--- src/imtp_pkg.sv ---
// Shared types, character codes and helper functions of the inline markup text parser.
// Has no dependencies; every other file but imtp_fifo refers to it by scoped names.

package imtp_pkg;

  // Character codes that the parser recognizes.
  localparam logic [7:0] CH_HASH    = 8'h23;
  localparam logic [7:0] CH_BSLASH  = 8'h5C;
  localparam logic [7:0] CH_NEWLINE = 8'h0A;
  localparam logic [7:0] CH_C       = 8'h63;
  localparam logic [7:0] CH_L       = 8'h6C;
  localparam logic [7:0] CH_N       = 8'h6E;
  localparam logic [7:0] CH_U       = 8'h75;
  localparam logic [7:0] CH_B       = 8'h62;
  localparam logic [7:0] CH_S       = 8'h73;
  localparam logic [7:0] CH_PLUS    = 8'h2B;
  localparam logic [7:0] CH_MINUS   = 8'h2D;
  localparam logic [7:0] CH_SPACE   = 8'h20;

  // Style bit positions and their masks.
  localparam int UNDERLINE_BIT = 0;
  localparam int BOLD_BIT      = 1;
  localparam int STRIKE_BIT    = 2;
  localparam logic [7:0] MASK_UNDERLINE = 8'(1) << UNDERLINE_BIT;
  localparam logic [7:0] MASK_BOLD      = 8'(1) << BOLD_BIT;
  localparam logic [7:0] MASK_STRIKE    = 8'(1) << STRIKE_BIT;

  // Number of argument characters of the colour and code page tags, minus one.
  localparam logic [2:0] COLOR_LAST_DIGIT = 3'd7;
  localparam logic [2:0] PAGE_LAST_DIGIT  = 3'd3;

  // Configuration register indexes.
  localparam int CFG_IDX_W = 3;
  localparam logic [CFG_IDX_W-1:0] CFG_DEFAULT_COLOR = 3'd0;
  localparam logic [CFG_IDX_W-1:0] CFG_DEFAULT_STYLE = 3'd1;
  localparam logic [CFG_IDX_W-1:0] CFG_DEFAULT_PAGE  = 3'd2;
  localparam logic [CFG_IDX_W-1:0] CFG_GLOBAL_PAGE   = 3'd3;
  localparam logic [CFG_IDX_W-1:0] CFG_MARKUP_EN     = 3'd4;
  localparam int CFG_DATA_W = 32;

  // Parser modes.
  typedef enum logic [2:0] {
    MODE_START = 3'd0,
    MODE_TEXT  = 3'd1,
    MODE_HASH  = 3'd2,
    MODE_COLOR = 3'd3,
    MODE_PAGE  = 3'd4,
    MODE_NEG   = 3'd5
  } mode_t;

  // Input beat.
  typedef struct packed {
    logic [7:0] in_char;
    logic       in_last;
  } in_item_t;

  // Result beat.
  typedef struct packed {
    logic [7:0]  out_char;
    logic [31:0] out_color;
    logic [7:0]  out_style;
    logic [15:0] out_code_page;
    logic        has_char;
    logic        out_last;
  } out_item_t;

  // Configuration register contents.
  typedef struct packed {
    logic [31:0] default_color;
    logic [7:0]  default_style;
    logic [15:0] default_code_page;
    logic [15:0] global_code_page;
    logic        markup_enable;
  } cfg_t;

  // Character class flags, worked out by the front end.
  typedef struct packed {
    logic is_hash;
    logic is_bslash;
    logic is_c;
    logic is_l;
    logic is_n;
    logic is_u;
    logic is_b;
    logic is_s;
  } cls_t;

  // Classified byte passed from front end to back end.
  typedef struct packed {
    logic [7:0] ch;
    logic       last;
    logic [7:0] nib;
    cls_t       cls;
  } op_t;

  // Lax hex nibble: bytes 97 to 127 map by b - 87, anything else by b - 48 mod 256.
  function automatic logic [7:0] nibble_of(input logic [7:0] b);
    logic [7:0] v;
    if (b >= 8'd97 && b <= 8'd127) begin
      v = b - 8'd87;
    end else begin
      v = b + 8'd208;
    end
    return v;
  endfunction

  // Code page from four characters read like atoi; zero gives the global page.
  function automatic logic [15:0] parse_page(input logic [31:0] d,
                                             input logic [15:0] gcp);
    logic [7:0]  c;
    logic [13:0] val;
    logic        neg;
    logic [1:0]  phase;
    logic [15:0] res;
    val   = '0;
    neg   = 1'b0;
    phase = 2'd0;
    for (int i = 0; i < 4; i++) begin
      c = d[8*i +: 8];
      case (phase)
        2'd0: begin
          // Leading white space, then an optional sign or the first digit.
          if (c == CH_SPACE || (c >= 8'd9 && c <= 8'd13)) begin
            phase = 2'd0;
          end else if (c == CH_PLUS || c == CH_MINUS) begin
            neg   = (c == CH_MINUS);
            phase = 2'd1;
          end else if (c >= 8'h30 && c <= 8'h39) begin
            val   = {10'd0, c[3:0]};
            phase = 2'd1;
          end else begin
            phase = 2'd2;
          end
        end
        2'd1: begin
          if (c >= 8'h30 && c <= 8'h39) begin
            val = (val << 3) + (val << 1) + {10'd0, c[3:0]};
          end else begin
            phase = 2'd2;
          end
        end
        default: begin
          phase = 2'd2;
        end
      endcase
    end
    if (val == '0) begin
      res = gcp;
    end else if (neg) begin
      res = 16'd0 - {2'd0, val};
    end else begin
      res = {2'd0, val};
    end
    return res;
  endfunction

endpackage

--- src/imtp_fifo.sv ---
// Small first-in first-out queue of register entries, generic in its entry type.
// Has no package dependencies; serves as the beat and result queues of the parser.

module imtp_fifo #(
  parameter type T     = logic [7:0],
  parameter int  DEPTH = 2
) (
  input  logic clk,
  input  logic rst_n,
  input  logic push,
  input  T     wr_data,
  output logic full,
  input  logic pop,
  output T     rd_data,
  output logic empty
);

  localparam int AW = (DEPTH > 1) ? $clog2(DEPTH) : 1;
  localparam int CW = $clog2(DEPTH + 1);
  localparam logic [AW-1:0] LAST_PTR = AW'(DEPTH - 1);
  localparam logic [CW-1:0] FULL_CNT = CW'(DEPTH);

  T              mem_r [DEPTH];
  logic [AW-1:0] wr_ptr_r, wr_ptr_nxt;
  logic [AW-1:0] rd_ptr_r, rd_ptr_nxt;
  logic [CW-1:0] cnt_r, cnt_nxt;
  logic          do_push, do_pop;

  assign full    = (cnt_r == FULL_CNT);
  assign empty   = (cnt_r == '0);
  assign rd_data = mem_r[rd_ptr_r];
  assign do_push = push && !full;
  assign do_pop  = pop && !empty;

  // Pointer and fill count update.
  always_comb begin
    wr_ptr_nxt = wr_ptr_r;
    rd_ptr_nxt = rd_ptr_r;
    cnt_nxt    = cnt_r;
    if (do_push) begin
      wr_ptr_nxt = (wr_ptr_r == LAST_PTR) ? '0 : wr_ptr_r + AW'(1);
    end
    if (do_pop) begin
      rd_ptr_nxt = (rd_ptr_r == LAST_PTR) ? '0 : rd_ptr_r + AW'(1);
    end
    if (do_push && !do_pop) begin
      cnt_nxt = cnt_r + CW'(1);
    end else if (do_pop && !do_push) begin
      cnt_nxt = cnt_r - CW'(1);
    end
  end

  always_ff @(posedge clk) begin
    if (!rst_n) begin
      wr_ptr_r <= '0;
      rd_ptr_r <= '0;
      cnt_r    <= '0;
    end else begin
      wr_ptr_r <= wr_ptr_nxt;
      rd_ptr_r <= rd_ptr_nxt;
      cnt_r    <= cnt_nxt;
    end
  end

  // Entry storage.
  always_ff @(posedge clk) begin
    if (do_push) begin
      mem_r[wr_ptr_r] <= wr_data;
    end
  end

endmodule

--- src/imtp_front.sv ---
// Front end of the markup parser: classifies each input byte for the back end.
// Depends on imtp_pkg for the beat, class and character code definitions.

module imtp_front (
  input  imtp_pkg::in_item_t item_i,
  output imtp_pkg::op_t      op_o
);

  imtp_pkg::cls_t cls;

  // Character class flags.
  always_comb begin
    cls.is_hash   = (item_i.in_char == imtp_pkg::CH_HASH);
    cls.is_bslash = (item_i.in_char == imtp_pkg::CH_BSLASH);
    cls.is_c      = (item_i.in_char == imtp_pkg::CH_C);
    cls.is_l      = (item_i.in_char == imtp_pkg::CH_L);
    cls.is_n      = (item_i.in_char == imtp_pkg::CH_N);
    cls.is_u      = (item_i.in_char == imtp_pkg::CH_U);
    cls.is_b      = (item_i.in_char == imtp_pkg::CH_B);
    cls.is_s      = (item_i.in_char == imtp_pkg::CH_S);
  end

  // Classified beat, with the colour nibble worked out ahead of time.
  always_comb begin
    op_o.ch   = item_i.in_char;
    op_o.last = item_i.in_last;
    op_o.nib  = imtp_pkg::nibble_of(item_i.in_char);
    op_o.cls  = cls;
  end

endmodule

--- src/imtp_back.sv ---
// Back end of the markup parser: runs the tag state machine on classified beats
// and pushes result beats into the output queue. Depends on imtp_pkg.

module imtp_back (
  input  logic                clk,
  input  logic                rst_n,
  input  imtp_pkg::cfg_t      cfg_i,
  input  imtp_pkg::op_t       op_i,
  input  logic                op_empty_i,
  output logic                op_pop_o,
  input  logic                res_full_i,
  output logic                res_push_o,
  output imtp_pkg::out_item_t res_o
);

  imtp_pkg::mode_t mode_r, mode_nxt, e_mode;
  logic [2:0]      cnt_r, cnt_nxt;
  logic [31:0]     acc_r, acc_nxt, acc_new;
  logic [7:0]      pdig_r [4];
  logic            pend_r, pend_nxt, e_pend;
  logic [31:0]     color_r, color_nxt, e_color;
  logic [7:0]      style_r, style_nxt, e_style;
  logic [15:0]     page_r, page_nxt, e_page;
  logic            phase_r, phase_nxt;
  logic [15:0]     start_page;
  logic [1:0]      n, nres;
  logic [7:0]      c0, c1;
  logic            handled;
  logic            pdig_we;
  logic            commit;
  logic            en;
  imtp_pkg::out_item_t res0, res1;

  assign en         = cfg_i.markup_enable;
  assign start_page = (cfg_i.default_code_page != '0) ? cfg_i.default_code_page
                                                      : cfg_i.global_code_page;

  // Attributes in force: a new string starts from the default registers.
  always_comb begin
    if (mode_r == imtp_pkg::MODE_START) begin
      e_mode  = imtp_pkg::MODE_TEXT;
      e_pend  = 1'b0;
      e_color = cfg_i.default_color;
      e_style = cfg_i.default_style;
      e_page  = start_page;
    end else begin
      e_mode  = mode_r;
      e_pend  = pend_r;
      e_color = color_r;
      e_style = style_r;
      e_page  = page_r;
    end
  end

  // Colour accumulator with the sign-extended nibble at its digit position.
  assign acc_new = acc_r | ({{24{op_i.nib[7]}}, op_i.nib} << {~cnt_r, 2'b00});

  // Tag state machine: next state and the characters this beat emits.
  always_comb begin
    mode_nxt  = e_mode;
    cnt_nxt   = cnt_r;
    acc_nxt   = acc_r;
    pend_nxt  = e_pend;
    color_nxt = e_color;
    style_nxt = e_style;
    page_nxt  = e_page;
    n         = 2'd0;
    c0        = '0;
    c1        = '0;
    handled   = 1'b0;
    pdig_we   = 1'b0;
    case (e_mode)
      imtp_pkg::MODE_TEXT: begin
        if (e_pend) begin
          pend_nxt = 1'b0;
          n        = 2'd1;
          if (op_i.cls.is_n) begin
            c0      = imtp_pkg::CH_NEWLINE;
            handled = 1'b1;
          end else begin
            c0 = imtp_pkg::CH_BSLASH;
          end
        end
        if (!handled) begin
          if (op_i.cls.is_hash) begin
            mode_nxt = imtp_pkg::MODE_HASH;
          end else if (op_i.cls.is_bslash && !op_i.last) begin
            pend_nxt = 1'b1;
          end else if (n == 2'd0) begin
            c0 = op_i.ch;
            n  = 2'd1;
          end else begin
            c1 = op_i.ch;
            n  = 2'd2;
          end
        end
      end
      imtp_pkg::MODE_HASH: begin
        mode_nxt = imtp_pkg::MODE_TEXT;
        if (op_i.cls.is_c) begin
          mode_nxt = imtp_pkg::MODE_COLOR;
          cnt_nxt  = '0;
          acc_nxt  = '0;
        end else if (op_i.cls.is_l) begin
          mode_nxt = imtp_pkg::MODE_PAGE;
          cnt_nxt  = '0;
        end else if (op_i.cls.is_n) begin
          mode_nxt = imtp_pkg::MODE_NEG;
        end else if (op_i.cls.is_u) begin
          if (en) style_nxt = e_style | imtp_pkg::MASK_UNDERLINE;
        end else if (op_i.cls.is_b) begin
          if (en) style_nxt = e_style | imtp_pkg::MASK_BOLD;
        end else if (op_i.cls.is_s) begin
          if (en) style_nxt = e_style | imtp_pkg::MASK_STRIKE;
        end else if (en) begin
          c0 = imtp_pkg::CH_HASH;
          c1 = op_i.ch;
          n  = 2'd2;
        end
      end
      imtp_pkg::MODE_COLOR: begin
        acc_nxt = acc_new;
        cnt_nxt = cnt_r + 3'd1;
        if (cnt_r == imtp_pkg::COLOR_LAST_DIGIT) begin
          if (en) color_nxt = acc_new;
          mode_nxt = imtp_pkg::MODE_TEXT;
        end
      end
      imtp_pkg::MODE_PAGE: begin
        pdig_we = 1'b1;
        cnt_nxt = cnt_r + 3'd1;
        if (cnt_r == imtp_pkg::PAGE_LAST_DIGIT) begin
          if (en) begin
            page_nxt = imtp_pkg::parse_page({op_i.ch, pdig_r[2], pdig_r[1], pdig_r[0]},
                                            cfg_i.global_code_page);
          end
          mode_nxt = imtp_pkg::MODE_TEXT;
        end
      end
      imtp_pkg::MODE_NEG: begin
        mode_nxt = imtp_pkg::MODE_TEXT;
        if (en) begin
          if (op_i.cls.is_c) begin
            color_nxt = cfg_i.default_color;
          end else if (op_i.cls.is_b) begin
            style_nxt = e_style & ~imtp_pkg::MASK_BOLD;
          end else if (op_i.cls.is_u) begin
            style_nxt = e_style & ~imtp_pkg::MASK_UNDERLINE;
          end else if (op_i.cls.is_s) begin
            style_nxt = e_style & ~imtp_pkg::MASK_STRIKE;
          end else if (op_i.cls.is_l) begin
            page_nxt = start_page;
          end
        end
      end
      default: begin
        mode_nxt = imtp_pkg::MODE_TEXT;
      end
    endcase
    // The last byte closes the string; the next beat starts a new one.
    if (op_i.last) begin
      mode_nxt = imtp_pkg::MODE_START;
      cnt_nxt  = '0;
      pend_nxt = 1'b0;
    end
  end

  // Result beats of this input beat; an empty last beat yields an end marker.
  always_comb begin
    nres = (op_i.last && n == 2'd0) ? 2'd1 : n;
    if (n == 2'd0) begin
      res0          = '0;
      res0.out_last = 1'b1;
    end else begin
      res0.out_char      = c0;
      res0.out_color     = e_color;
      res0.out_style     = e_style;
      res0.out_code_page = e_page;
      res0.has_char      = 1'b1;
      res0.out_last      = op_i.last && (n == 2'd1);
    end
    res1.out_char      = c1;
    res1.out_color     = e_color;
    res1.out_style     = e_style;
    res1.out_code_page = e_page;
    res1.has_char      = 1'b1;
    res1.out_last      = op_i.last;
  end

  // Beat sequencing: a two-result beat pushes both results, one after the other.
  always_comb begin
    commit     = 1'b0;
    res_push_o = 1'b0;
    phase_nxt  = phase_r;
    res_o      = phase_r ? res1 : res0;
    if (!op_empty_i) begin
      if (nres == 2'd0) begin
        commit = 1'b1;
      end else if (!res_full_i) begin
        res_push_o = 1'b1;
        if (nres == 2'd2 && !phase_r) begin
          phase_nxt = 1'b1;
        end else begin
          phase_nxt = 1'b0;
          commit    = 1'b1;
        end
      end
    end
    op_pop_o = commit;
  end

  // Control state.
  always_ff @(posedge clk) begin
    if (!rst_n) begin
      mode_r  <= imtp_pkg::MODE_START;
      cnt_r   <= '0;
      acc_r   <= '0;
      pend_r  <= 1'b0;
      phase_r <= 1'b0;
    end else begin
      phase_r <= phase_nxt;
      if (commit) begin
        mode_r <= mode_nxt;
        cnt_r  <= cnt_nxt;
        acc_r  <= acc_nxt;
        pend_r <= pend_nxt;
      end
    end
  end

  // Attribute and page digit registers; the attributes reload when a string starts.
  always_ff @(posedge clk) begin
    if (commit) begin
      color_r <= color_nxt;
      style_r <= style_nxt;
      page_r  <= page_nxt;
      if (pdig_we) begin
        pdig_r[cnt_r[1:0]] <= op_i.ch;
      end
    end
  end

endmodule

--- src/inline_markup_text_parser.sv ---
// Top level of the inline markup text parser: configuration registers, front end,
// beat queue, back end and result queue. Depends on imtp_pkg and all imtp_ modules.
//
// Usage: bytes of a marked-up string enter as beats on the in_ queue port (push
// while full is low); the last byte of a string carries in_last. Visible
// characters leave on the out_ queue port with their colour, style and code page;
// pop takes the oldest result while empty is low. The final result of a string
// carries out_last, and a string whose last byte shows nothing ends with a marker
// beat whose has_char is low.
// A byte that shows a character is registered in the beat queue, and its result in
// the result queue, before the result appears on the result port.
// Throughput: one byte per cycle while each byte yields at most one result and the
// result queue has room; a byte that yields two results (an unknown tag, or a
// backslash followed by a plain byte) holds the back end until both are pushed,
// as the result queue takes one beat per cycle.
// When the receiver stalls, the result queue fills, the back end waits and the
// beat queue between front and back end fills, after which full rises.
// Reset clears both queues and the parser state and loads the configuration
// registers with their defaults. Configuration is written on the cfg_ port; the user
// must write it only while no string is in flight, which the block does not enforce.

module inline_markup_text_parser #(
  parameter int OP_DEPTH  = 4,
  parameter int RES_DEPTH = 2
) (
  input  logic                                clk,
  input  logic                                rst_n,
  input  logic                                in_push,
  output logic                                in_full,
  input  imtp_pkg::in_item_t                  in_data,
  output logic                                out_empty,
  input  logic                                out_pop,
  output imtp_pkg::out_item_t                 out_data,
  input  logic                                cfg_we,
  input  logic [imtp_pkg::CFG_IDX_W-1:0]      cfg_idx,
  input  logic [imtp_pkg::CFG_DATA_W-1:0]     cfg_wdata
);

  imtp_pkg::cfg_t      cfg_r, cfg_nxt;
  imtp_pkg::op_t       front_op, back_op;
  imtp_pkg::out_item_t back_res;
  logic                op_empty, op_pop;
  logic                res_full, res_push;

  // Configuration register writes.
  always_comb begin
    cfg_nxt = cfg_r;
    if (cfg_we) begin
      case (cfg_idx)
        imtp_pkg::CFG_DEFAULT_COLOR: cfg_nxt.default_color     = cfg_wdata;
        imtp_pkg::CFG_DEFAULT_STYLE: cfg_nxt.default_style     = cfg_wdata[7:0];
        imtp_pkg::CFG_DEFAULT_PAGE:  cfg_nxt.default_code_page = cfg_wdata[15:0];
        imtp_pkg::CFG_GLOBAL_PAGE:   cfg_nxt.global_code_page  = cfg_wdata[15:0];
        imtp_pkg::CFG_MARKUP_EN:     cfg_nxt.markup_enable     = cfg_wdata[0];
        default: cfg_nxt = cfg_r;
      endcase
    end
  end

  always_ff @(posedge clk) begin
    if (!rst_n) begin
      cfg_r.default_color     <= 32'hFFFF_FFFF;
      cfg_r.default_style     <= 8'd0;
      cfg_r.default_code_page <= 16'd1;
      cfg_r.global_code_page  <= 16'd1;
      cfg_r.markup_enable     <= 1'b1;
    end else begin
      cfg_r <= cfg_nxt;
    end
  end

  // Front end: byte classification.
  imtp_front u_front (
    .item_i (in_data),
    .op_o   (front_op)
  );

  // Queue of classified beats between front and back end.
  imtp_fifo #(
    .T     (imtp_pkg::op_t),
    .DEPTH (OP_DEPTH)
  ) u_op_fifo (
    .clk     (clk),
    .rst_n   (rst_n),
    .push    (in_push),
    .wr_data (front_op),
    .full    (in_full),
    .pop     (op_pop),
    .rd_data (back_op),
    .empty   (op_empty)
  );

  // Back end: tag state machine and result generation.
  imtp_back u_back (
    .clk        (clk),
    .rst_n      (rst_n),
    .cfg_i      (cfg_r),
    .op_i       (back_op),
    .op_empty_i (op_empty),
    .op_pop_o   (op_pop),
    .res_full_i (res_full),
    .res_push_o (res_push),
    .res_o      (back_res)
  );

  // Result queue toward the receiver.
  imtp_fifo #(
    .T     (imtp_pkg::out_item_t),
    .DEPTH (RES_DEPTH)
  ) u_res_fifo (
    .clk     (clk),
    .rst_n   (rst_n),
    .push    (res_push),
    .wr_data (back_res),
    .full    (res_full),
    .pop     (out_pop),
    .rd_data (out_data),
    .empty   (out_empty)
  );

endmodule

--- config.mk ---
export PLATFORM = sky130hd
export DESIGN_NAME = inline_markup_text_parser
export DESIGN_NICKNAME = d
export VERILOG_FILES = /design/src/imtp_pkg.sv /design/src/imtp_fifo.sv /design/src/imtp_front.sv /design/src/imtp_back.sv /design/src/inline_markup_text_parser.sv
export SDC_FILE = /design/constraint.sdc
export NUM_CORES = 1
export LEC_CHECK = 0
export ABC_AREA = 0
export BUFFER_PORTS_ARGS = -buffer_cell sky130_fd_sc_hd__buf_2
export CORE_ASPECT_RATIO = 2
export CORE_MARGIN = 3
export CORE_UTILIZATION = 38
export DETAILED_ROUTE_END_ITERATION = 7
export PLACE_DENSITY = 0.65
export SLEW_MARGIN = 20
export SYNTH_ARGS = -nofsm -noshare
export SYNTH_HDL_FRONTEND = slang
export SYNTH_SLANG_ARGS = --single-unit
--- constraint.sdc ---
create_clock -name clk -period 9.9 [get_ports clk]
set_input_delay 0.99 -clock clk [delete_from_list [all_inputs] [get_ports clk]]
set_output_delay 0.99 -clock clk [all_outputs]
set_load 0.02 [all_outputs]
==> results of run 1 <==
worst paths after layout:
check / depth (start not counted) / slack [ns] / to
max: 25 / 1.37 / u_back.page_r[9]$_DFFE_PP_
min: 2 / 0.47 / cfg_r[39]$_SDFFE_PN0P_
max reg2reg: 25 / 1.37 / u_back.page_r[9]$_DFFE_PP_
min reg2reg: 2 / 0.47 / cfg_r[39]$_SDFFE_PN0P_
layout make-up:
type | instances | share of cell area (%)
clock inverter | 25 | 1.24
clock buffer | 47 | 4.16
timing repair buffer | 138 | 3.04
multi-input combinational | 1421 | 38.8
sequential | 439 | 48.3
inverter | 42 | 0.639
tap | 756 | 3.83
sequential cells by signal (all words and copies together) (netlist names), named ones only:
| name | count |
|---|---|
| u_res_fifo.mem_r | 132 |
| u_back.color_r | 32 |
| u_back.phase_r | 1 |
| u_back.pdig_r | 24 |
| u_back.cnt_r | 3 |
| u_res_fifo.rd_ptr_r | 1 |
| u_res_fifo.cnt_r | 2 |
| u_back.page_r | 16 |
| u_op_fifo.cnt_r | 3 |
| u_back.pend_r | 1 |
| u_back.acc_r | 32 |
| u_res_fifo.wr_ptr_r | 1 |
| u_back.style_r | 8 |
| cfg_r | 73 |
| u_back.mode_r | 3 |
| u_op_fifo.wr_ptr_r | 2 |
| u_op_fifo.rd_ptr_r | 2 |
| u_op_fifo.mem_r | 100 |
power breakdown:
group,switching [mW],internal (mW),leakage (nW),total (mW)
Clock,0.692,0.908,0.647,1.60
Sequential,0.151,2.59,3.93,2.74
Combinational,1.47,0.715,4.49,2.19
synth_stat cells (all sizes together), types with 17 or more instances:
master / number / area [µm²]
nor3: 19 / 106
a22oi: 41 / 313
and3: 18 / 113
o211ai: 20 / 150
o221ai: 29 / 254
nor2b: 50 / 313
a21o: 30 / 225
nand3: 60 / 300
dfxtp: 127 / 2540
nand2: 311 / 1170
ha: 67 / 838
a21oi: 98 / 494
mux2: 68 / 769
and2: 28 / 175
a21boi: 51 / 383
mux4: 25 / 563
a211oi: 17 / 133
mux2i: 34 / 340
clkbuf: 93 / 349
o21ai: 98 / 490
xnor2: 27 / 236
nand2b: 20 / 125
inv: 40 / 150
nor2: 122 / 458
edfxtp: 312 / 9370
metrics by stage:
step                total power, mW  worst slack, ns  util [%]  hold WS (ns)  std cells
CTS                            6.60             1.32      43.1         0.470       2868
detailed placement             4.99             1.38      40.8         0.461       2796
global route                   6.87            0.649      43.1         0.504       2868
floorplan                      4.25             2.89         -         0.443       2011
finish                         6.53             1.37      43.1         0.466       2868
global placement               4.92             1.64      40.8         0.455       2796
logic make-up (layout without fill, tap and decap cells):
group                      after synthesis  count (layout)
xor gates and xnor gates                43              43
buffers and inverters                  151             252
and+or+nand+nor                        693             693
AOI/OAI and AO/OA                      484             484
muxes                                  127             127
DFF                                    439             439
adders and majority gates               74              74
routing by layer:
metal | routed length [µm] | global-route usage [%] | share of wire, %
met2 | 31100 | 35.1 | 53
met1 | 22000 | 20.7 | 38
met4 | 3180 | 9.14 | 5.4
met3 | 2340 | 2.04 | 4.0
met5 | 0 | 0 | 0
critical path: stages, from the launching register on:
cell and delay, ns:
edfxtp_1 0.43, nor4bb_1 0.58, nor2b_1 0.22, and2_1 0.20, fa_1 0.46, fa_1 0.55, inv_1 0.04, o211ai_1 0.32
ha_1 0.30, ha_1 0.37, a211oi_1 0.43, nor2_1 0.10, o41ai_1 0.83, ha_1 0.38, ha_1 0.36, o21ai_0 0.30
a21boi_0 0.18, o22ai_1 0.23, xor2_1 0.20, nor4_1 0.07, a21oi_1 0.24, o21ai_0 0.25, nor3b_2 0.43, nand2_2 0.30
o311a_1 0.36, a21o_1 0.15
==> run_results.csv, run 1 <==
group,metric,value,unit
clock_tree,post_cts.repair.setup_buffers,0,
yosys,synth-adder-area-share,4.44,%
sta,rsz0062_at_grt,"no",
yosys,synthSimpleGateAreaFrac,14.7,%
die,die_x,176,µm
sta,skew,0.0229,ns
die,io_pins,117,
global_route,first_global_vias,15966,
global_route,antenna_found_initial,0,
clock_tree,h-tree-depth,2,
die,start_util,38.5,%
power,power.density,265,nW/µm²
clock_tree,clk_pin_slew_worst_paths,0.07,ns
final_layout,final_common_cell,"edfxtp_1",
final_layout,final-seq-area,11900,µm²
route,wl,58700,µm
final_layout,drive_gt1_share,15.2,%
yosys,ys_ff_latch,439,
route,wire_per_inst,20.4,µm
global_route,grt-ovfl-total,0,
die,fp-row-count,124,
global_route,grt_pass1_wl,90600,µm
clock_tree,cts_tree,"yes",
yosys,synthMuxAreaShare,7.59,%
power,ir_drop,0.192,mV
clock_tree,clkSinkCount,439,
yosys,synthXorXnorAreaFrac,1.71,%
die,dieArea,61100,µm²
run,cap_violations,0,
final_layout,area_growth,11.9,%
global_route,globalRouteTotalUtil,18.7,%
final_layout,multi_input_area,9580,µm²
route,vias_per_cell,5.59,
yosys,postSynth.asyncResetShare,0,%
clock_tree,cts_resized,0,
route,route.detailed.drc,0,
yosys,syn_inst,2011,
clock_tree,clk_latency,0.56,ns
yosys,synth_top_family_by_area,"compound AO/OA/AOI/OAI gates",
route,drtIter0Drc,1214,
yosys,syn-num-nets,2134,
power,total_leakage_power,9.07,nW
yosys,synth_cell_types,83,
worst_setup_path,arrival,8.84,ns
worst_setup_path,worstReg2RegStart,"u_back.pdig_r[0][5]$_DFFE_PP_",
worst_setup_path,start_kind,"flip-flop",
clock_tree,cts.path.max_buffers,3,
route,vias,16043,
final_layout,diodes,0,
yosys,synth_edf_count,312,
final_layout,fillers,5307,
die,fp.dieH,347,µm
sta,setup-violations-final,0,
yosys,synth.avg_cell_area,11.0,µm²
yosys,ys.flop_type,"edfxtp_1",
sta,fin_crit,8.53,ns
route,first_pass_iters,5,
clock_tree,postCtsHoldBufs,0,
final_layout,fin_area,24700,µm²
sta,worstMarginPinSlew,1.09,ns
placed_design,placed_area,23300,µm²
worst_setup_path,end_kind,"flip-flop",
sta,setup_tns,0,ns
yosys,mappedNetlistArea,22000,µm²
sta,hold_violations,0,
placed_design,port_buffers,116,
yosys,synth-seq-area-share,54.0,%
sta,maxSlewHeadroom,26.7,%
final_layout,final_cell_mix,"312 x edfxtp_1, 310 x nand2_1, 126 x dfxtp_1",
status,outcome,"completed",
clock_tree,cts_buffers,39,
yosys,yosys_warnings,0,
placed_design,gp_congestion,0.865,
worst_hold_path,hp-class,"flip-flop to flip-flop",
placed_design,dp_hpwl,42600,µm
route,antenna_left,0,
worst_hold_path,hp-start,"cfg_r[39]$_SDFFE_PN0P_",
yosys,synth-compound-area-share,14.9,%
worst_setup_path,critical_path_required,10.21,ns
worst_setup_path,critPathKind,"flip-flop to flip-flop",
worst_setup_path,cp-startpoint,"u_back.pdig_r[0][5]$_DFFE_PP_",
final_layout,nets,2204,
die,core_area,57200,µm²
sta,finalMaxSlewViolations,0,
sta,fin_crit_sh,86.2,%
global_route,grt_max_degree,121,
worst_setup_path,cp_max_fo,13,
sta,clock.fmax,117,MHz
clock_tree,clockRootBuffer,"clkbuf_16",
No activity file was read; power rests on OpenSTA's default activity.
==> run 2: changes to the inputs <==
==> constraint.sdc (replaced) <==
create_clock -name clk -period 8.2 [get_ports clk]
set_input_delay 0.82 -clock clk [delete_from_list [all_inputs] [get_ports clk]]
set_output_delay 0.82 -clock clk [all_outputs]
set_load 0.02 [all_outputs]
==> run_results.csv, run 2 (same netlist as run 1, synthesis figures left out) <==
group,metric,value,unit
status,outcome,"completed",
sta,finalMaxSlewViolations,0,
placed_design,dp_hpwl,42600,µm
route,antenna_left,0,
sta,maxSlewHeadroom,27.2,%
final_layout,regMostFlops,"u_res_fifo.mem_r",
clock_tree,clk_latency,0.57,ns
worst_setup_path,ff2ff_path_depth,23,
sta,worstMarginPinSlew,1.09,ns
worst_setup_path,arrival,7.88,ns
final_layout,final_common_cell,"edfxtp_1",
route,drtIter0Drc,1179,
route,vias,15908,
clock_tree,cts.path.max_buffers,3,
final_layout,largest_reg_flops,132,
final_layout,area_growth,12.5,%
die,dieArea,61100,µm²
route,wire_per_inst,20.3,µm
clock_tree,postCtsHoldBufs,0,
sta,fin_crit,7.55,ns
final_layout,nets,2211,
clock_tree,cts_buffers,39,
worst_hold_path,whs_path_depth,3,
die,fp.dieH,347,µm
worst_setup_path,start_kind,"flip-flop",
final_layout,fillers,5321,
route,vias_per_cell,5.53,
placed_design,gp_congestion,0.882,
placed_design,port_buffers,116,
clock_tree,cts_tree,"yes",
final_layout,final_cell_mix,"312 x edfxtp_1, 310 x nand2_1, 126 x dfxtp_1",
route,routed.top_layer,"met4",
final_layout,diodes,0,
worst_setup_path,critPathKind,"flip-flop to flip-flop",
clock_tree,h-tree-depth,2,
final_layout,utilization,43.3,%
sta,skew,0.0236,ns
die,fp-row-count,124,
power,power.density,318,nW/µm²
route,drt-met1-wl,21800,µm
sta,layout_setup_ws,0.651,ns
run,cap_violations,0,
worst_hold_path,hp-class,"input pin to flip-flop",
route,first_pass_iters,5,
final_layout,drive_gt1_share,15.9,%
power,ir_drop,0.182,mV
global_route,grt-ovfl-total,0,
worst_setup_path,cp_max_fo,9,
power,total_leakage_power,9.13,nW
die,die_x,176,µm
global_route,globalRouteTotalUtil,18.6,%
clock_tree,cts_resized,0,
global_route,antenna_found_initial,0,
clock_tree,post_cts.repair.setup_buffers,0,
sta,setup_tns,0,ns
route,met2_length,31700,µm
sta,fin_crit_sh,92.1,%
placed_design,numPlacedInstances,2803,
worst_setup_path,critical_path_required,8.53,ns
route,route.detailed.drc,0,
sta,clock.fmax,132,MHz
power,power,7.89,mW
global_route,grt_max_degree,121,
global_route,grt_pass1_wl,90400,µm
sta,setup-violations-final,0,
route,wl,58400,µm
global_route,first_global_vias,16176,
final_layout,layout.cells.non_filler,2875,
die,io_pins,117,
clock_tree,clockRootBuffer,"clkbuf_16",
route,met3WireLength,2220,µm
clock_tree,clk_pin_slew_worst_paths,0.07,ns
sta,rsz0062_at_grt,"no",
final_layout,reg_top3,"u_res_fifo.mem_r x132, u_op_fifo.mem_r x100, cfg_r x73",
sta,hold_violations,0,
clock_tree,clkSinkCount,439,
worst_setup_path,end_kind,"flip-flop",
placed_design,dp_slack,0.431,ns
die,start_util,38.5,%
die,core_area,57200,µm²
-- run 2: per-stage QoR --
stage / instance area [µm²] / hold WS [ns]
final: 24800 / 0.461
after global routing: 24800 / 0.460
after CTS: 24800 / 0.440
after detailed placement: 23400 / 0.461
after global placement: 23400 / 0.454
after floorplan: 22000 / 0.443
-- run 2: report_power, final --
part / switching, mW / internal, mW / total, mW
Combinational: 1.77 / 0.867 / 2.64
Sequential: 0.194 / 3.13 / 3.32
Clock: 0.852 / 1.08 / 1.94
Total: 2.82 / 5.08 / 7.89
-- run 2: cell type report --
class / count / area (µm²) / share of cell area, %
Clock buffer: 45 / 1040 / 4.19
Clock inverter: 27 / 317 / 1.28
Inverter: 42 / 158 / 0.636
Multi-Input combinational cell: 1421 / 9620 / 38.8
Sequential cell: 439 / 11900 / 48.1
Tap cell: 756 / 946 / 3.81
Timing Repair Buffer: 145 / 802 / 3.23
-- run 2: critical path, stage by stage (launching register included) --
cell and delay (ns):
edfxtp_1 0.44, or4b_1 0.58, or4_1 0.65, and2_1 0.29, a22oi_1 0.32, fa_1 0.52, fa_1 0.53, a211oi_2 0.29
o21bai_1 0.13, a21oi_1 0.18, xor2_1 0.25, nor2_1 0.12, ha_1 0.33, ha_1 0.23, or4_1 0.54, o22ai_1 0.25
xor2_1 0.22, nor4_1 0.06, a21oi_1 0.23, o21ai_1 0.19, nor3b_2 0.24, nand2_2 0.20, o311a_1 0.35, a21o_1 0.16
-- run 2: layer usage --
metal / GRT usage, % / vias to the layer above
li1: - / 7593
met2: 35.4 / 438
met3: 1.92 / 127
met5: 0 / -
met1: 20.5 / 7750
met4: 8.43 / 0
-- run 2: path summary, 6_finish.rpt --
kind | from | endpoint | slack, ns
setup / recovery | u_back.pdig_r[0][7]$_DFFE_PP_ | u_back.page_r[9]$_DFFE_PP_ | 0.65
hold reg to reg | cfg_r[39]$_SDFFE_PN0P_ | cfg_r[39]$_SDFFE_PN0P_ | 0.47
hold / removal | cfg_wdata[22] | cfg_r[63]$_SDFFE_PN1P_ | 0.46
setup reg to reg | u_back.pdig_r[0][7]$_DFFE_PP_ | u_back.page_r[9]$_DFFE_PP_ | 0.65
==> run 3: changes to the inputs <==
--- a/config.mk
+++ b/config.mk
@@ -11,6 +11,7 @@
 export CORE_MARGIN = 3
 export CORE_UTILIZATION = 38
 export DETAILED_ROUTE_END_ITERATION = 7
+export MAX_ROUTING_LAYER = met4
 export PLACE_DENSITY = 0.65
 export SLEW_MARGIN = 20
 export SYNTH_ARGS = -nofsm -noshare
==> run_results.csv, run 3 (same netlist as run 1, synthesis figures left out) <==
group,metric,value,unit
status,outcome,"completed",
final_layout,largest_reg_flops,132,
die,fp-row-count,124,
power,power.internal,5.08,mW
clock_tree,h-tree-depth,2,
global_route,busiest_layer,"met2",
placed_design,dp_hpwl,42600,µm
worst_setup_path,r2r_setup_slack,0.61,ns
clock_tree,clockRootBuffer,"clkbuf_16",
clock_tree,postCtsHoldBufs,0,
final_layout,regMostFlops,"u_res_fifo.mem_r",
worst_hold_path,min_to,"cfg_r[68]$_SDFFE_PN1P_",
sta,layout_setup_ws,0.612,ns
clock_tree,cts_tree,"yes",
global_route,grt.met2_usage,35.7,%
route,antenna_left,0,
route,wire_per_inst,20.5,µm
worst_setup_path,critPathKind,"flip-flop to flip-flop",
global_route,grt-ovfl-total,0,
placed_design,port_buffers,116,
power,seqPwrFrac,42.1,%
sta,clock.fmax,132,MHz
final_layout,final_common_cell,"edfxtp_1",
worst_hold_path,hp-class,"input pin to flip-flop",
worst_setup_path,start_kind,"flip-flop",
die,fp.dieH,347,µm
die,io_pins,117,
global_route,first_global_vias,16197,
power,switchingPower,2.82,mW
die,die_x,176,µm
worst_setup_path,end_kind,"flip-flop",
clock_tree,clk_pin_slew_worst_paths,0.07,ns
global_route,globalRouteTotalUtil,19.4,%
final_layout,fillers,5384,
clock_tree,cts_buffers,39,
worst_setup_path,cp_max_fo,6,
sta,holdWs,0.456,ns
sta,setup-violations-final,0,
global_route,use_met1,21.0,%
route,wl,58800,µm
run,cap_violations,0,
sta,fin_crit,7.59,ns
final_layout,drive_gt1_share,15.8,%
route,route.detailed.drc,0,
global_route,use_met3,1.85,%
final_layout,final_cell_mix,"312 x edfxtp_1, 310 x nand2_1, 126 x dfxtp_1",
sta,fin_crit_sh,92.5,%
global_route,grt_pass1_wl,91300,µm
power,total_leakage_power,9.12,nW
route,vias,16072,
worst_setup_path,critPathSlowestCell,"or4b_1",
sta,maxSlewHeadroom,24.4,%
sta,finalMaxSlewViolations,0,
worst_hold_path,whs_path_depth,3,
final_layout,area_growth,12.5,%
final_layout,final-seq-area,11900,µm²
clock_tree,clk_latency,0.57,ns
power,pwr-share-comb,33.5,%
final_layout,diodes,0,
clock_tree,cts.path.max_buffers,3,
die,core_area,57200,µm²
worst_hold_path,hp-start,"cfg_wdata[27]",
power,power.density,319,nW/µm²
worst_setup_path,worstReg2RegStart,"u_back.pdig_r[0][7]$_DFFE_PP_",
placed_design,placed_area,23400,µm²
route,vias_per_cell,5.59,
die,dieArea,61100,µm²
sta,hold_violations,0,
die,start_util,38.5,%
worst_setup_path,ff2ff_path_depth,24,
clock_tree,clkSinkCount,439,
worst_setup_path,crit_chain,"or4b_1, or4_4, and2_1, a22oi_1, fa_1, fa_1, a211oi_2, o21bai_1, a21oi_1, xor2_1, nor2_1, ha_1, ha_1, or4_1, o22ai_1, xor2_1, nor4_1, a21oi_1, o21ai_1, nor3b_2, buf_4, a21boi_0, a221o_1, o221ai_1",
route,drtIter0Drc,1442,
sta,skew,0.0313,ns
power,ir_drop,0.137,mV
placed_design,gp_congestion,0.908,
power,power,7.90,mW
worst_setup_path,cpPeakStageDelay,0.62,ns
sta,worstMarginPinSlew,1.13,ns
final_layout,utilization,43.3,%
worst_setup_path,arrival,7.86,ns
worst_setup_path,r2r_end,"u_back.page_r[13]$_DFFE_PP_",
global_route,antenna_found_initial,0,
placed_design,dp_slack,0.305,ns
worst_setup_path,critical_path_required,8.48,ns
final_layout,reg_top3,"u_res_fifo.mem_r x132, u_op_fifo.mem_r x100, cfg_r x73",
final_layout,nets,2212,
power,clkPwrFrac,24.5,%
global_route,grt_max_degree,122,
final_layout,multi_input_area,9630,µm²
power,sw_frac_of_total,35.7,%
route,first_pass_iters,6,
final_layout,fin_area,24800,µm²
-- run 3: power by group through the flow --
stage          registers [mW]  logic, mW  clock network [mW]
6_report                 3.32       2.64                1.93
5_1_grt                  3.37       2.89                2.05
4_1_cts                  3.33       2.67                1.97
3_5_place_dp             3.37       2.65                   0
3_3_place_gp             3.35       2.60                   0
2_1_floorplan            3.29       1.85                   0
-- run 3: worst max-delay path, delay by kind of cell, from the launching register on --
family | cells | cell delay [ns]
buffers and inverters | 1 | 0.17
xor gates and xnor gates | 2 | 0.54
adders and majority gates | 4 | 1.60
and+or+nand+nor | 7 | 2.46
AOI/OAI and AO/OA | 10 | 2.10
DFF | 1 | 0.45
-- run 3: worst max path at each step --
stage,start,end,depth (start not counted)
2_1_floorplan,u_back.pdig_r[0][7]$_DFFE_PP_,u_back.page_r[9]$_DFFE_PP_,26
3_3_place_gp,u_back.pdig_r[0][7]$_DFFE_PP_,u_back.page_r[13]$_DFFE_PP_,24
3_5_place_dp,u_back.pdig_r[0][7]$_DFFE_PP_,u_back.page_r[13]$_DFFE_PP_,24
4_1_cts,u_back.pdig_r[0][7]$_DFFE_PP_,u_back.page_r[13]$_DFFE_PP_,24
5_1_grt,u_back.pdig_r[0][5]$_DFFE_PP_,u_back.page_r[13]$_DFFE_PP_,27
6_report,u_back.pdig_r[0][7]$_DFFE_PP_,u_back.page_r[13]$_DFFE_PP_,24
-- run 3: layout make-up --
cell class	instances	share of cell area, %
well taps	756	3.81
multi-input cells	1421	38.8
clock buffers	43	4.04
inverters	42	0.636
flip-flops and latches	439	48.0
repair buffers	146	3.26
clock inverters	28	1.37
-- run 3: per-stage QoR --
step	setup TNS, ns	cells
6_report	0	2875
5_1_grt	-0.0128	2875
4_1_cts	0	2874
3_5_place_dp	0	2803
3_3_place_gp	0	2803
2_1_floorplan	0	2011
-- run 3: per-layer routing --
metal  wire length (µm)  part of all wire [%]  vias up
met5                  0                     0        -
met4               2730                   4.6        0
met3               2420                   4.1      135
met2              31700                    54      477
met1              22000                    37     7840
li1                   -                     -     7620
-- run 3: timing repair --
| item | 4_1_cts | 5_1_grt |
|---|---|---|
| resized for setup | 0 | 10 |
| endpoints found under the hold margin | 0 | 0 |
| setup buffers | 0 | 1 |
| setup endpoints to repair | 0 | 15 |
